==> src/hdl/rssg_pkg.sv <==
// Package for the running span core: sizes, stack entry layout and the
// command and status structs between controller and datapath. No dependencies.
`default_nettype none

package rssg_pkg;

   localparam int STACK_DEPTH = 1024;
   localparam int VALUE_BITS  = 32;
   localparam int SPAN_BITS   = 32;
   localparam int ADDR_BITS   = $clog2(STACK_DEPTH);
   localparam int FILL_BITS   = $clog2(STACK_DEPTH + 1);
   localparam int ENTRY_BITS  = VALUE_BITS + SPAN_BITS;

   typedef struct packed {
      logic load;
      logic pop;
      logic push;
   } dp_cmd_type;

   typedef struct packed {
      logic fill_zero;
      logic last_entry;
      logic top_le;
      logic out_free;
   } dp_status_type;

   typedef enum logic [2:0] {
      ST_IDLE    = 3'b001,
      ST_COMPARE = 3'b010,
      ST_PUSH    = 3'b100
   } ctrl_state_type;

endpackage

`default_nettype wire

==> src/hdl/rssg_ctrl.sv <==
// Controller state machine of the running span core: accept, pop loop, push.
// Depends on rssg_pkg.
`default_nettype none

module rssg_ctrl
   import rssg_pkg::*;
(
   input  wire logic          clock,
   input  wire logic          reset,
   input  wire logic          req_valid,
   output logic               req_stall,
   input  wire dp_status_type status,
   output dp_cmd_type         cmd
);

   ctrl_state_type state_ff;
   ctrl_state_type state_in;

   always_comb begin
      state_in = state_ff;
      cmd      = '0;
      case (state_ff)
         ST_IDLE: begin
            if (req_valid) begin
               cmd.load = 1'b1;
               state_in = status.fill_zero ? ST_PUSH : ST_COMPARE;
            end
         end
         ST_COMPARE: begin
            if (status.top_le) begin
               cmd.pop  = 1'b1;
               state_in = status.last_entry ? ST_PUSH : ST_COMPARE;
            end else begin
               state_in = ST_PUSH;
            end
         end
         ST_PUSH: begin
            if (status.out_free) begin
               cmd.push = 1'b1;
               state_in = ST_IDLE;
            end
         end
         default: begin
            state_in = ST_IDLE;
         end
      endcase
   end

   always_ff @(posedge clock) begin
      if (reset) begin
         state_ff <= ST_IDLE;
      end else begin
         state_ff <= state_in;
      end
   end

   assign req_stall = (state_ff != ST_IDLE);

endmodule

`default_nettype wire

==> config.mk <==
export PLATFORM = sky130hd
export DESIGN_NAME = rssg_ctrl
export DESIGN_NICKNAME = d
export VERILOG_FILES = /design/src/hdl/rssg_pkg.sv /design/src/hdl/rssg_ctrl.sv
export SDC_FILE = /design/constraint.sdc
export NUM_CORES = 1
export LEC_CHECK = 0
export BUFFER_PORTS_ARGS = -buffer_cell sky130_fd_sc_hd__buf_2
export CORE_AREA = 5 5 42 44
export CTS_BUF_LIST = sky130_fd_sc_hd__clkbuf_2 sky130_fd_sc_hd__clkbuf_4 sky130_fd_sc_hd__clkbuf_8
export DETAILED_ROUTE_END_ITERATION = 16
export DIE_AREA = 0 0 47 49
export PLACE_DENSITY = 0.42
export REMOVE_ABC_BUFFERS = 1
export SLEW_MARGIN = 10
export SYNTH_ARGS = -nofsm -noshare
export SYNTH_HDL_FRONTEND = slang
export SYNTH_SLANG_ARGS = --single-unit
==> constraint.sdc <==
create_clock -name clock -period 1 [get_ports clock]
set_input_delay 0.05 -clock clock [delete_from_list [all_inputs] [get_ports clock]]
set_output_delay 0.05 -clock clock [all_outputs]
set_load 0.02 [all_outputs]
==> reports/qor.yml <==
syn_area_um2: 209.0
timing.rr.start: "state_ff[2]$_SDFFE_PP0P_"
cp_num_buf_inv: 2
crit_chain: "buf_6 > nand2b_4 > or2_4 > buf_6"
cts_made_buffers: 3
hold_path.class: "in -> reg"
crit_fanout: 3
final_cell_area_um2: 486.7
slew_headroom: 0.8622
power.total_mw: 0.6064
ys_seq_elements: 3
timing.fmax_mhz: 815.4
max_stage_delay_ns: 0.34
vias: 272
failed_checks: "setup timing"
setup_slack_ns: -0.2264
avgSynthCellArea_um2: 8.706
start_util: 0.1491
track_usage: 0.07876
drt_iter0_drc: 0
yosys.area_share.simple: 0.4192
layout-drive-gt1-share: 0.8125
dr.pass1.iters: 1
tritoncts: "built"
antenna_cells: 0
endpoint_kind: "output pin"
maxSlewViolCount: 0
period_share: 1.226
maxCapViolations: 0
cts_buffer_depth: 2
period_minus_slack_ns: 1.226
insertion_delay_ns: 0.24
ff2ff_path_depth: 3
portBuffers: 10
dp_hpwl_um: 440.3
p_per_area_nw_per_um2: 1246
irDropWorstVdd_uv: 712.2
io_pins: 11
min_to: "state_ff[2]$_SDFFE_PP0P_"
fin_cells: 64
crit_top_cell: "buf_6"
core_area_um2: 1401
path_clk_slew_ns: 0.04
largest_reg_flops: 3
critPathTopFamily: "simple AND/OR/NAND/NOR gates"
worst-setup-path-type: "reg -> out"
max_slew.worst_pin.slew_ns: 0.2059
setup_viol: 7
skew_ns: 0.006332
core.rowCount: 14
antenna_found_initial: 0
setup_tns_ns: -1.208
die_y_um: 49
vias_per_cell: 4.250
htree_levels: 1
grt_pass1_wl_um: 1228
p_leak_nw: 0.2307
arrival_ns: 1.18
grt_max_degree: 5
status: "complete, but fails checks"
start_kind: "flip-flop"
wl_per_cell_um: 11.69
fp.dieArea_um2: 2303
final_util: 0.3473
ys_seq_area_frac: 0.2874
wirelength_um: 748
preCtsSetupSlack_ns: -0.08118
die_w_um: 47
crit_slowest_cell: "dfxtp_4"
layout.nets: 56
cts_root_buf: "clkbuf_4"
synth_compound_area_frac: 0.2575
cts_num_sinks: 3
synth_top_family_by_area: "simple AND/OR/NAND/NOR gates"
min_path_cells: 2
ys_warn_count: 0
ant_nets: 0
top_register: "state_ff"
yosys-mux-area-fraction: 0
gp_congestion: 0.7008
r2r_end: "state_ff[2]$_SDFFE_PP0P_"
crit_required_ns: 0.95
synth-xor-area-share: 0
finalHoldViolCount: 0
synthAdderAreaFrac: 0
dp_cells: 53
hold_start: "reset"
hold_ws_ns: 0.04702
ys_types: 17
rrSetupSlack_ns: -0.16
place_area_um2: 301.5
grt_pass1_vias: 287
gr-total-overflow: 0
largest_registers: "state_ff: 3 flops"
netlist_instances: 24
drc: 0
area_growth_pct: 132.9
rsz0062_at_grt: "true"
## placed cells by master, fill, tap and decap left out
cell type	n
and3_4	1
or3b_4	1
nor4b_4	1
buf_4	10
nand2b_4	1
nor2b_1	1
o21bai_1	1
inv_1	2
or2_4	1
and2b_1	1
o32ai_2	1
dfxtp_2	1
a2bb2oi_2	2
nor2_1	2
o21ai_4	1
nor3b_2	1
buf_6	4
or2b_1	1
a21o_1	1
nor2_4	2
dfxtp_4	2
clkbuf_4	4
buf_2	6
## Yosys cell counts, drive strengths merged
cell type	count	area share
o21bai	1	0.036
or2	1	0.030
nor2b	1	0.030
o32ai	1	0.078
inv	2	0.036
nor3b	1	0.036
and3	1	0.030
or3b	1	0.042
a2bb2oi	2	0.084
nor4b	1	0.042
dfxtp	3	0.29
nand2b	1	0.066
nor2	4	0.072
o21ai	1	0.024
a21o	1	0.036
and2b	1	0.036
or2b	1	0.036
## logic make-up after synthesis
kind of cell,after synthesis
buf+inv,2
simple gates,13
compound gates,6
flops,3
## layer usage
metal / global-route usage / up-vias / part of all wire
met5: 0 / - / 0
met4: 0.04147 / 0 / 0
met3: 0.05535 / 0 / 0.037
met2: 0.1380 / 3 / 0.61
met1: 0.05908 / 133 / 0.35
li1: - / 136 / -
## final cells by class
type | count | area (µm²)
clock buffer | 4 | 30.03
fill | 145 | 914.6
inverter | 2 | 7.507
multi-input combinational | 19 | 210.2
sequential | 3 | 68.82
tap | 16 | 20.02
timing repair buffer | 20 | 150.1
## power breakdown
part           internal (mW)  switching [mW]  total, mW
sequential             0.130         0.00686      0.137
combinational          0.127          0.0986      0.225
clock                  0.177          0.0678      0.245
total                  0.433           0.173      0.606
## what timing repair did
item,in CTS,in global routing
buffers inserted,7,1
hold buffers,0,0
gates resized for setup,21,7
pin swaps,3,3
setup endpoints to repair,6,7
gates cloned,0,0
## how the worst max path moves through the flow
stage                                   from  cells past startpoint                  endpoint  slack (ns)
floorplan           state_ff[1]$_SDFFE_PP0P_                      3  state_ff[0]$_SDFFE_PP1P_       -0.35
global placement    state_ff[0]$_SDFFE_PP1P_                      3                    cmd[0]       -0.08
detailed placement  state_ff[0]$_SDFFE_PP1P_                      3                    cmd[0]       -0.08
CTS                 state_ff[1]$_SDFFE_PP0P_                      3                    cmd[0]       -0.27
global route        state_ff[0]$_SDFFE_PP1P_                      3                    cmd[0]       -0.27
finish              state_ff[1]$_SDFFE_PP0P_                      4                 req_stall       -0.23
(Power assumes the default switching activity.)
